## src/hdl/grc_pkg.sv

```systemverilog
`default_nettype none
package grc_pkg;

  // Map and texture geometry.
  localparam int MAP_SIZE  = 64;
  localparam int MAP_W     = $clog2(MAP_SIZE);
  localparam int MAP_DEPTH = MAP_SIZE * MAP_SIZE;
  localparam int ADDR_W    = 2 * MAP_W;
  localparam int MC_W      = MAP_W + 2;
  localparam int TEX_SIZE  = 64;
  localparam int TEX_W     = $clog2(TEX_SIZE);
  localparam int MAX_STEPS = 128;
  localparam int N_W       = $clog2(MAX_STEPS);
  localparam int CELL_MAX  = 8;

  // Fixed-point limits.
  localparam int Q_ONE = 65536;
  localparam int SAT22 = 4194303;
  localparam int SAT24 = 16777215;

  // Shared divider widths.
  localparam int DVD_W = 33;
  localparam int DVS_W = 48;
  localparam int CNT_W = $clog2(DVD_W);

  // Configuration register indexes.
  localparam logic [2:0] REG_POS_X   = 3'd0;
  localparam logic [2:0] REG_POS_Y   = 3'd1;
  localparam logic [2:0] REG_DIR_X   = 3'd2;
  localparam logic [2:0] REG_DIR_Y   = 3'd3;
  localparam logic [2:0] REG_PLANE_X = 3'd4;
  localparam logic [2:0] REG_PLANE_Y = 3'd5;
  localparam logic [2:0] REG_COLS    = 3'd6;
  localparam logic [2:0] REG_ROWS    = 3'd7;

  typedef enum logic [4:0] {
    S_CLEAR, S_IDLE, S_DIV_CAM, S_RAY_MUL, S_RAY_ADD, S_DIV_DX, S_DIV_DY,
    S_SIDE, S_STEP, S_CHECK, S_PERP, S_WALL, S_DIV_LH, S_SPAN, S_DIV_TS,
    S_START, S_FIN, S_MISS
  } state_e;

  typedef enum logic [2:0] {
    DSEL_CAM, DSEL_DX, DSEL_DY, DSEL_LH, DSEL_TS
  } div_sel_e;

  typedef struct packed {
    logic     clear_wr;
    logic     map_wr;
    logic     accept_cast;
    logic     div_start;
    div_sel_e div_sel;
    logic     ray_mul;
    logic     ray_add;
    logic     dx_inf;
    logic     dy_inf;
    logic     side_init;
    logic     step;
    logic     check_inc;
    logic     hit_lat;
    logic     perp;
    logic     wall;
    logic     lh_rows;
    logic     span;
    logic     ts_sat;
    logic     start;
    logic     out_hit;
    logic     out_miss;
  } cmd_t;

  typedef struct packed {
    logic clear_last;
    logic div_done;
    logic rdx_zero;
    logic rdy_zero;
    logic step_oob;
    logic cell_hit;
    logic steps_last;
    logic perp_zero;
    logic lh_zero;
    logic out_free;
  } status_t;

endpackage
`default_nettype wire

```

## src/hdl/grc_ctrl.sv

```systemverilog
`default_nettype none
module grc_ctrl import grc_pkg::*; (
  input  wire logic    clk_i,
  input  wire logic    rst_ni,
  input  wire status_t status_i,
  input  wire logic    in_valid_i,
  input  wire logic    in_op_i,
  output logic         in_ready_o,
  output cmd_t         cmd_o
);

  state_e state_q, state_d;

  always_ff @(posedge clk_i or negedge rst_ni) begin
    if (!rst_ni) begin
      state_q <= S_CLEAR;
    end else begin
      state_q <= state_d;
    end
  end

  // Next state.
  always_comb begin
    state_d = state_q;
    unique case (state_q)
      S_CLEAR:   if (status_i.clear_last) state_d = S_IDLE;
      S_IDLE:    if (in_valid_i && !in_op_i) state_d = S_DIV_CAM;
      S_DIV_CAM: if (status_i.div_done) state_d = S_RAY_MUL;
      S_RAY_MUL: state_d = S_RAY_ADD;
      S_RAY_ADD: state_d = S_DIV_DX;
      S_DIV_DX:  if (status_i.rdx_zero || status_i.div_done) state_d = S_DIV_DY;
      S_DIV_DY:  if (status_i.rdy_zero || status_i.div_done) state_d = S_SIDE;
      S_SIDE:    state_d = S_STEP;
      S_STEP:    state_d = status_i.step_oob ? S_MISS : S_CHECK;
      S_CHECK: begin
        if (status_i.cell_hit) begin
          state_d = S_PERP;
        end else if (status_i.steps_last) begin
          state_d = S_MISS;
        end else begin
          state_d = S_STEP;
        end
      end
      S_PERP:    state_d = S_WALL;
      S_WALL:    state_d = status_i.perp_zero ? S_SPAN : S_DIV_LH;
      S_DIV_LH:  if (status_i.div_done) state_d = S_SPAN;
      S_SPAN:    state_d = status_i.lh_zero ? S_START : S_DIV_TS;
      S_DIV_TS:  if (status_i.div_done) state_d = S_START;
      S_START:   state_d = S_FIN;
      S_FIN:     if (status_i.out_free) state_d = S_IDLE;
      S_MISS:    if (status_i.out_free) state_d = S_IDLE;
      default:   state_d = S_IDLE;
    endcase
  end

  // Commands to the datapath.
  always_comb begin
    cmd_o         = '0;
    cmd_o.div_sel = DSEL_CAM;
    in_ready_o    = 1'b0;
    unique case (state_q)
      S_CLEAR: cmd_o.clear_wr = 1'b1;
      S_IDLE: begin
        in_ready_o        = 1'b1;
        cmd_o.map_wr      = in_valid_i && in_op_i;
        cmd_o.accept_cast = in_valid_i && !in_op_i;
      end
      S_DIV_CAM: cmd_o.div_start = 1'b1;
      S_RAY_MUL: cmd_o.ray_mul = 1'b1;
      S_RAY_ADD: cmd_o.ray_add = 1'b1;
      S_DIV_DX: begin
        cmd_o.div_sel   = DSEL_DX;
        cmd_o.dx_inf    = status_i.rdx_zero;
        cmd_o.div_start = !status_i.rdx_zero;
      end
      S_DIV_DY: begin
        cmd_o.div_sel   = DSEL_DY;
        cmd_o.dy_inf    = status_i.rdy_zero;
        cmd_o.div_start = !status_i.rdy_zero;
      end
      S_SIDE:  cmd_o.side_init = 1'b1;
      S_STEP:  cmd_o.step = 1'b1;
      S_CHECK: begin
        cmd_o.hit_lat   = status_i.cell_hit;
        cmd_o.check_inc = !status_i.cell_hit;
      end
      S_PERP:  cmd_o.perp = 1'b1;
      S_WALL: begin
        cmd_o.wall    = 1'b1;
        cmd_o.lh_rows = status_i.perp_zero;
      end
      S_DIV_LH: begin
        cmd_o.div_sel   = DSEL_LH;
        cmd_o.div_start = 1'b1;
      end
      S_SPAN: begin
        cmd_o.span   = 1'b1;
        cmd_o.ts_sat = status_i.lh_zero;
      end
      S_DIV_TS: begin
        cmd_o.div_sel   = DSEL_TS;
        cmd_o.div_start = 1'b1;
      end
      S_START: cmd_o.start = 1'b1;
      S_FIN:   cmd_o.out_hit = status_i.out_free;
      S_MISS:  cmd_o.out_miss = status_i.out_free;
      default: ;
    endcase
  end

  // Items are refused during the clearing sweep.
  a_clear_block: assert property (@(posedge clk_i) disable iff (!rst_ni)
    (state_q == S_CLEAR) |-> !cmd_o.map_wr && !cmd_o.accept_cast)
    else $error("item taken during map clear");
  a_cast_starts: assert property (@(posedge clk_i) disable iff (!rst_ni)
    cmd_o.accept_cast |=> state_q == S_DIV_CAM)
    else $error("accepted cast did not start the camera division");
  a_step_check: assert property (@(posedge clk_i) disable iff (!rst_ni)
    (state_q == S_CHECK) |-> $past(state_q) == S_STEP)
    else $error("cell check without a preceding step");

endmodule
`default_nettype wire

```

## config.mk

```make
export PLATFORM = sky130hd
export DESIGN_NAME = grc_ctrl
export DESIGN_NICKNAME = d
export VERILOG_FILES = /design/src/hdl/grc_pkg.sv /design/src/hdl/grc_ctrl.sv
export SDC_FILE = /design/constraint.sdc
export NUM_CORES = 1
export LEC_CHECK = 0
export BUFFER_PORTS_ARGS = -buffer_cell sky130_fd_sc_hd__buf_2
export CELL_PAD_IN_SITES_DETAIL_PLACEMENT = 0
export CELL_PAD_IN_SITES_GLOBAL_PLACEMENT = 2
export CORE_MARGIN = 2
export CORE_UTILIZATION = 22
export CTS_CLUSTER_SIZE = 30
export DETAILED_ROUTE_END_ITERATION = 7
export PLACE_DENSITY_LB_ADDON = 0.1
export SLEW_MARGIN = 20
export SYNTH_ARGS = -nofsm -noshare
export SYNTH_HDL_FRONTEND = slang
export SYNTH_SLANG_ARGS = --single-unit
export TNS_END_PERCENT = 5
```

## constraint.sdc

```tcl
create_clock -name clk_i -period 5.4 [get_ports clk_i]
set_clock_uncertainty 0.2 [all_clocks]
set_input_delay 0.54 -clock clk_i [delete_from_list [all_inputs] [get_ports clk_i]]
set_output_delay 0.54 -clock clk_i [all_outputs]
set_load 0.01 [all_outputs]
```

==> impl_metrics.ini, run 1 <==
[timing]
holdWs_ns = 0.3457
maxSlewHeadroom = 0.5478
setup_viol = 0
post-route-period-util = 0.4940
clock.fmax_ghz = 0.3749
worst_pin_slew_ns = 0.6782
fin_crit_ns = 2.668
hold_viol = 0
drv_slew = 0
rsz0062_at_grt = false
tns_ns = 0

[cells_and_area]
largestRegisters = state_q (5)
regMostFlops = state_q
fin_util = 0.3162
syn_to_final_growth_pct = 35.87
largest_reg_flops = 5
nets = 141
drive_above_1_share = 0.3492
antenna_cells = 0

[routing]
dr.pass1.iters = 3
wl_per_cell_um = 13.22
wirelength_um = 2076
num_vias = 786
drt_iter0_drc = 15
via_per_inst = 5.006
drc = 0
antenna_left = 0

[power_and_ir_drop]
p_per_area_mw_per_mm2 = 471.7
p_leak_nw = 0.4511
ir_drop_v = 0.0001878

[global_routing]
grt.busiest_layer = met2
use_met1 = 0.1710
grt_max_degree = 25
overflow = 0
grt_pass1_wl_um = 3180
grt_pass1_vias = 707
use_met3 = 0.004464
antenna_found_initial = 0
grt_usage = 0.1195
met2_usage = 0.1883

[clock_tree]
post_cts_buffers = 0
cts_buffer_depth = 2
cts_resized = 0
path_clk_slew_ns = 0.04
insertion_delay_ns = 0.24
clock_sinks = 5
htree_levels = 1
numCtsBuffers = 3
hold_buffers = 1
root_buffer = clkbuf_4
cts_tree = done

[floorplanning]
ios = 38
die_w_um = 58.02
coreArea_mm2 = 0.002758
rows = 19
floorplan.initialDensity = 0.2328
die-area_mm2 = 0.003366
die-height_um = 58.02

[yosys]
synth-simple-area-share = 0.5263
ys_ff_latch = 5
yosys.area.top_type = dfrtp_1
synth_edf_count = 0
synth_fp_nets = 106
synthAdderAreaFrac = 0
synth_compound_area_frac = 0.1949
synth.distinct_cells = 37
synth.top_cell.area_share = 0.1949
synth_xor_area_frac = 0.01365
synth-main-ff-cell = dfrtp_1
syn_avg_cell_area_um2 = 6.977
syn_inst = 92
syn-cell-area_um2 = 641.9
synth_area_leaders = dfrtp_1 (19%), nor2_1 (9.9%), nand2b_1 (4.9%), nor3b_1 (4.7%), clkbuf_1 (4.1%)
synthMuxAreaShare = 0.01754
asyncSetResetFlopFracSynth = 1.000
yosysWarnings = 0
ys_seq_area_frac = 0.1949
synth_top_family_by_area = simple AND/OR/NAND/NOR gates

[job]
maxCapViolations = 0

[critical_path]
crit_arrival_ns = 1.93
cp.required_ns = 4.66
crit_path_cell_trace = nand2_1 > nor3_1 > and2_1 > buf_2
cp_slowest_cell = dfrtp_1
path_class = flop to output pin
critPathBufInv = 1
cp_top_family = simple AND/OR/NAND/NOR gates
max_stage_delay_ns = 0.77
start_kind = flop
end_kind = output pin
cp_max_fo = 24

[run_status]
status = completed

[worst_hold_path]
hp-class = input port to flop

[placement]
globalplace.congestion = 0.7858
port_buffers = 37
place_hpwl_um = 1515
-- layout make-up --
| type | instances | area, um^2 |
|---|---|---|
| multi-input cells | 78 | 483.0 |
| fillers | 312 | 1886 |
| repair buffers | 38 | 195.2 |
| well taps | 31 | 38.79 |
| flip-flops and latches | 5 | 125.1 |
| clock buffers | 4 | 26.28 |
| inverters | 1 | 3.754 |
-- cell usage after synthesis (2+ instances only) --
cell type  instances
nand3b_1           2
or2_2              2
a21oi_1            4
nor3_1             5
nand2b_1           5
nand2_1            4
dfrtp_1            5
clkbuf_1           7
o21ai_0            2
nor4_1             3
and3_1             2
nor2b_1            2
and2_1             2
nand4b_1           2
nor2_1            17
and4b_1            2
nand3_1            2
nor3b_1            4
and3b_1            2
-- layer usage --
metal | vias to the layer above | part of all wire
met5 | - | 0
met4 | 0 | 0
met3 | 0 | 0.051
met2 | 22 | 0.47
met1 | 355 | 0.48
li1 | 409 | -
-- power breakdown --
part           switching, mW  internal [mW]
registers             0.0739         0.0526
clock network         0.0146         0.0279
logic                  0.125          0.118
total                  0.213          0.198
-- per-stage QoR --
step           cells  setup WS (ns)  total power [mW]  cell area [um^2]
2_1_floorplan     92          3.240            0.2940             641.9
3_3_place_gp     152          2.963            0.3729             835.8
3_5_place_dp     152          2.964            0.3718             835.8
4_1_cts          157          2.694            0.4187             872.1
5_1_grt          157          2.512            0.4539             872.1
6_report         157          2.732            0.4113             872.1
-- placed cells by master, fill, tap and decap left out, types with 3 or more instances in the layout --
| master | Yosys | final |
|---|---|---|
| buf_2 | 0 | 37 |
| nor2_1 | 17 | 17 |
| nand2b_1 | 5 | 5 |
| nor3_1 | 5 | 5 |
| dfrtp_1 | 5 | 5 |
| nand2_1 | 4 | 4 |
| nor3b_1 | 4 | 4 |
| a21oi_1 | 4 | 4 |
| nor4_1 | 3 | 3 |
| clkbuf_4 | 0 | 3 |
-- logic make-up (layout without fill, tap and decap cells) --
group / after synthesis / in the layout
compound gates: 17 / 17
flops: 5 / 5
buf+inv: 9 / 43
xor+xnor: 1 / 1
mux: 1 / 1
simple gates: 59 / 59
-- worst register-to-register path: stages (launching register included) --
cell      delay [ns]
dfrtp_1         0.75
or3b_1          0.42
a2111o_1        0.43
o211ai_2        0.09
mux2_1          0.33
-- final timing paths --
kind | to | cells after the start | start | slack, ns
max | cmd_o[5] | 4 | state_q[0] | 2.73
min | state_q[4] | 3 | status_i[5] | 0.35
max reg2reg | state_q[0] | 4 | state_q[1] | 3.06
min reg2reg | state_q[2] | 2 | state_q[2] | 0.62
max in group asynchronous | state_q[3] | 2 | rst_ni | 4.42
min in group asynchronous | state_q[1] | 2 | rst_ni | 0.45
Note: power is estimated with default switching activity, not from simulation.
==> run 2, diff against run 1 <==
- CORE_UTILIZATION: 22 -> 19
- clock period: 5.4 -> 2.3 ns (I/O delays scaled with it)
==> impl_metrics.ini, run 2 (synthesis gave the netlist of run 1 again) <==
[timing]
drv_slew = 0
hold_viol = 0
maxSlewHeadroom = 0.7151
worst_pin_slew_ns = 0.4273
tns_ns = 0
clock.fmax_ghz = 0.4700
setup_viol = 0
post-route-period-util = 0.9251
fin_crit_ns = 2.128
rsz0062_at_grt = false
holdWs_ns = 0.02900

[global_routing]
grt_max_degree = 23
met2_usage = 0.1929
antenna_found_initial = 0
grt_usage = 0.1198
grt_pass1_wl_um = 3712
grt.busiest_layer = met2
overflow = 0
grt_pass1_vias = 799
use_met1 = 0.1563
use_met3 = 0.01268

[clock_tree]
clock_sinks = 5
path_clk_slew_ns = 0.04
cts_tree = done
htree_levels = 1
cts_buffer_depth = 2
insertion_delay_ns = 0.25
numCtsBuffers = 3
root_buffer = clkbuf_4

[critical_path]
end_kind = output pin
crit_path_cell_trace = buf_4 > or3_1 > nor2_1 > and3_1 > buf_2
path_class = flop to output pin
cp.required_ns = 1.87
start_kind = flop
r2r-start = state_q[3]
cp_slowest_cell = or3_1
max_stage_delay_ns = 0.41
cp_max_fo = 10
crit_arrival_ns = 1.70
r2r_cells = 4
r2r_slack_ns = 0.37
reg2reg_to = state_q[0]

[cells_and_area]
syn_to_final_growth_pct = 46.00
fin_util = 0.2853
fillers = 380
largest_reg_flops = 5
nets = 147
largestRegisters = state_q (5)
multi_input_area_um2 = 483.0
layout_commonest_cell = buf_2
layout_common_cells = buf_2 (37), nor2_1 (17), buf_4 (6), nand2b_1 (5), nor3_1 (5)
regMostFlops = state_q
drive_above_1_share = 0.3864
seqCellArea_um2 = 126.4
antenna_cells = 0

[floorplanning]
die_w_um = 62.12
die-area_mm2 = 0.003859
rows = 21
coreArea_mm2 = 0.003284
die-height_um = 62.12
ios = 38
floorplan.initialDensity = 0.1954

[worst_hold_path]
hp-class = input port to flop
min_path_cells = 3
worstHoldEndpoint = state_q[4]
holdCritStartpoint = status_i[5]

[power_and_ir_drop]
p_leak_nw = 0.4804
ir_drop_v = 0.0002437
p_per_area_mw_per_mm2 = 1123

[job]
maxCapViolations = 0

[routing]
wl_per_cell_um = 12.34
drc = 0
dr.pass1.iters = 4
num_vias = 814
via_per_inst = 4.573
drt_iter0_drc = 22
antenna_left = 0
wirelength_um = 2196

[placement]
globalplace.congestion = 0.7458
place_hpwl_um = 1643
port_buffers = 37

[run_status]
status = completed
## run 2: cell types whose count changed in the layout (fill, tap and decap cells not counted)
cell,delta
buf_4,+6
dfrtp_2,+1
dfrtp_1,-1
## run 2: critical path, delay by kind of cell (launching register included)
family	cells	cell delay (ns)
DFF	1	0.37
and+or+nand+nor	3	0.79
buffers and inverters	2	0.29
## run 2: metrics by stage
step | power (mW) | cell area [um^2] | instances | setup WS, ns
floorplan | 0.6903 | 641.9 | 92 | 0.4138
global route | 1.153 | 937.1 | 178 | 0.03239
global placement | 0.9611 | 899.6 | 173 | 0.3926
finish | 1.053 | 937.1 | 178 | 0.1724
CTS | 1.069 | 935.9 | 178 | 0.1110
detailed placement | 0.9525 | 899.6 | 173 | 0.3573
## run 2: how the worst max path moves through the flow
| stage | to | depth (start not counted) | slack [ns] | start |
|---|---|---|---|---|
| after CTS | cmd_o[5] | 4 | 0.11 | state_q[0] |
| after global routing | cmd_o[20] | 5 | 0.03 | state_q[4] |
| after floorplan | state_q[0] | 5 | 0.41 | state_q[3] |
| after global placement | state_q[0] | 4 | 0.39 | state_q[3] |
| final | cmd_o[21] | 5 | 0.17 | state_q[3] |
| after detailed placement | state_q[0] | 4 | 0.36 | state_q[3] |
## run 2: what timing repair did
item                                    CTS  global route
endpoints found under the setup margin    0             1
endpoints found under the hold margin     5             0
hold buffers                              1             0
gates resized for setup                   0             1
setup buffers                             0             0
## run 2: area by class of cell
type,count,share of cell area
clock buffers,4,0.02804
inverters,1,0.004005
multi-input cells,78,0.5154
flip-flops and latches,5,0.1348
well taps,46,0.06142
repair buffers,44,0.2563
## run 2: per-layer routing
metal | wire, um | vias up
met3 | 104 | 3
met4 | 38 | 0
met5 | 0 | -
met2 | 980 | 27
li1 | - | 426
met1 | 1073 | 358
## run 2: power breakdown
| part | total [mW] | switching [mW] | internal [mW] |
|---|---|---|---|
| clock network | 0.105 | 0.0394 | 0.0658 |
| registers | 0.189 | 0.0615 | 0.128 |
| logic | 0.758 | 0.426 | 0.332 |
| total | 1.05 | 0.527 | 0.526 |
==> run 3, diff against run 2 <==
- CORE_UTILIZATION: 19 -> 22
- clock period: 2.3 -> 2.45 ns (I/O delays scaled with it)
==> impl_metrics.ini, run 3 (synthesis gave the netlist of run 1 again) <==
[run_status]
status = completed

[worst_hold_path]
hp-class = input port to flop

[floorplanning]
ios = 38
coreArea_mm2 = 0.002758
floorplan.initialDensity = 0.2328
die_w_um = 58.02
rows = 19
die-height_um = 58.02
die-area_mm2 = 0.003366

[global_routing]
grt_pass1_wl_um = 3546
antenna_found_initial = 0
grt_usage = 0.1380
grt_max_degree = 25
overflow = 0
grt_pass1_vias = 788

[cells_and_area]
layout_commonest_cell = buf_2
syn_to_final_growth_pct = 40.74
layout_common_cells = buf_2 (37), nor2_1 (17), nand2b_1 (5), nor3_1 (5)
fin_util = 0.3276
regMostFlops = state_q
antenna_cells = 0
drive_above_1_share = 0.3769
largest_reg_flops = 5
nets = 145
largestRegisters = state_q (5)

[critical_path]
cp.required_ns = 2.01
max_stage_delay_ns = 0.50
cp_top_family = simple AND/OR/NAND/NOR gates
cp_slowest_cell = dfrtp_1
critPathBufInv = 1
end_kind = output pin
crit_arrival_ns = 1.67
cp_max_fo = 13
start_kind = flop
crit_path_cell_trace = or3_1 > nor2_1 > and3_1 > buf_2
r2r_slack_ns = 0.37
path_class = flop to output pin

[clock_tree]
cts_tree = done
post_cts_buffers = 0
htree_levels = 1
clock_sinks = 5
root_buffer = clkbuf_4
numCtsBuffers = 3
cts_buffer_depth = 2
insertion_delay_ns = 0.24
path_clk_slew_ns = 0.04

[timing]
rsz0062_at_grt = false
tns_ns = 0
clock.fmax_ghz = 0.4728
fin_crit_ns = 2.115
post-route-period-util = 0.8634
hold_viol = 0
drv_slew = 0
setup_viol = 0
worst_pin_slew_ns = 0.3945
maxSlewHeadroom = 0.7370

[routing]
dr.pass1.iters = 4
wl_per_cell_um = 13.16
drt_iter0_drc = 23
num_vias = 812
antenna_left = 0
drc = 0
via_per_inst = 5.043
wirelength_um = 2119

[placement]
place_hpwl_um = 1635
globalplace.congestion = 0.7414
port_buffers = 37

[job]
maxCapViolations = 0

[power_and_ir_drop]
p_per_area_mw_per_mm2 = 1052
ir_drop_v = 0.0004960
p_leak_nw = 0.4699
power_mw = 0.9507
[run 3: cell count changes in the layout (fill, tap and decap cells not counted)]
cell   change
buf_4      -2
[run 3: path summary, 6_finish.rpt]
path                        startpoint         end  depth (start not counted)
max                         state_q[2]   cmd_o[21]                          4
min                        status_i[5]  state_q[4]                          3
max reg2reg                 state_q[2]  state_q[0]                          4
min reg2reg                 state_q[1]  state_q[1]                          2
max in group asynchronous       rst_ni  state_q[0]                          2
min in group asynchronous       rst_ni  state_q[1]                          2
[run 3: cell type report]
class                           count  area [um^2]
Tap cell                           31        38.79
Inverter                            1        3.754
Clock buffer                        4        26.28
Multi-Input combinational cell     78        483.0
Timing Repair Buffer               42        225.2
Fill cell                         317         1854
Sequential cell                     5        126.4
[run 3: worst min-delay path, stage by stage]
cell	delay [ns]
buf_2	0.08
nand2_1	0.06
nand3_1	0.07
[run 3: layer usage]
layer	global-route usage	vias up	part of all wire
li1	-	412	-
met4	0.04983	0	0
met5	0	-	0
met2	0.2386	24	0.50
met1	0.1724	376	0.45
met3	0.02232	0	0.049
[run 3: repair_timing]
action / 4_1_cts / 5_1_grt
hold buffers: 1 / 0
setup endpoints to repair: 0 / 2
hold endpoints to repair: 5 / 0
resized for setup: 0 / 1
[run 3: where the power goes]
| group | total (mW) | leakage, nW | switching, mW | internal, mW |
|---|---|---|---|---|
| registers | 0.225 | 0.0619 | 0.106 | 0.119 |
| clock network | 0.0918 | 0.0150 | 0.0304 | 0.0614 |
| logic | 0.634 | 0.393 | 0.340 | 0.294 |
| total | 0.951 | 0.470 | 0.476 | 0.475 |
[run 3: metrics by stage]
| stage | setup WS, ns | hold slack [ns] | cell area [um^2] | std cells |
|---|---|---|---|---|
| after floorplan | 0.5638 | -0.2506 | 641.9 | 92 |
| after global placement | 0.4080 | -0.1369 | 865.8 | 156 |
| after detailed placement | 0.3737 | -0.1342 | 865.8 | 156 |
| after CTS | 0.1421 | 0.04781 | 902.1 | 161 |
| after global routing | 0.1702 | 0.06161 | 903.4 | 161 |
| final | 0.3347 | 0.05932 | 903.4 | 161 |
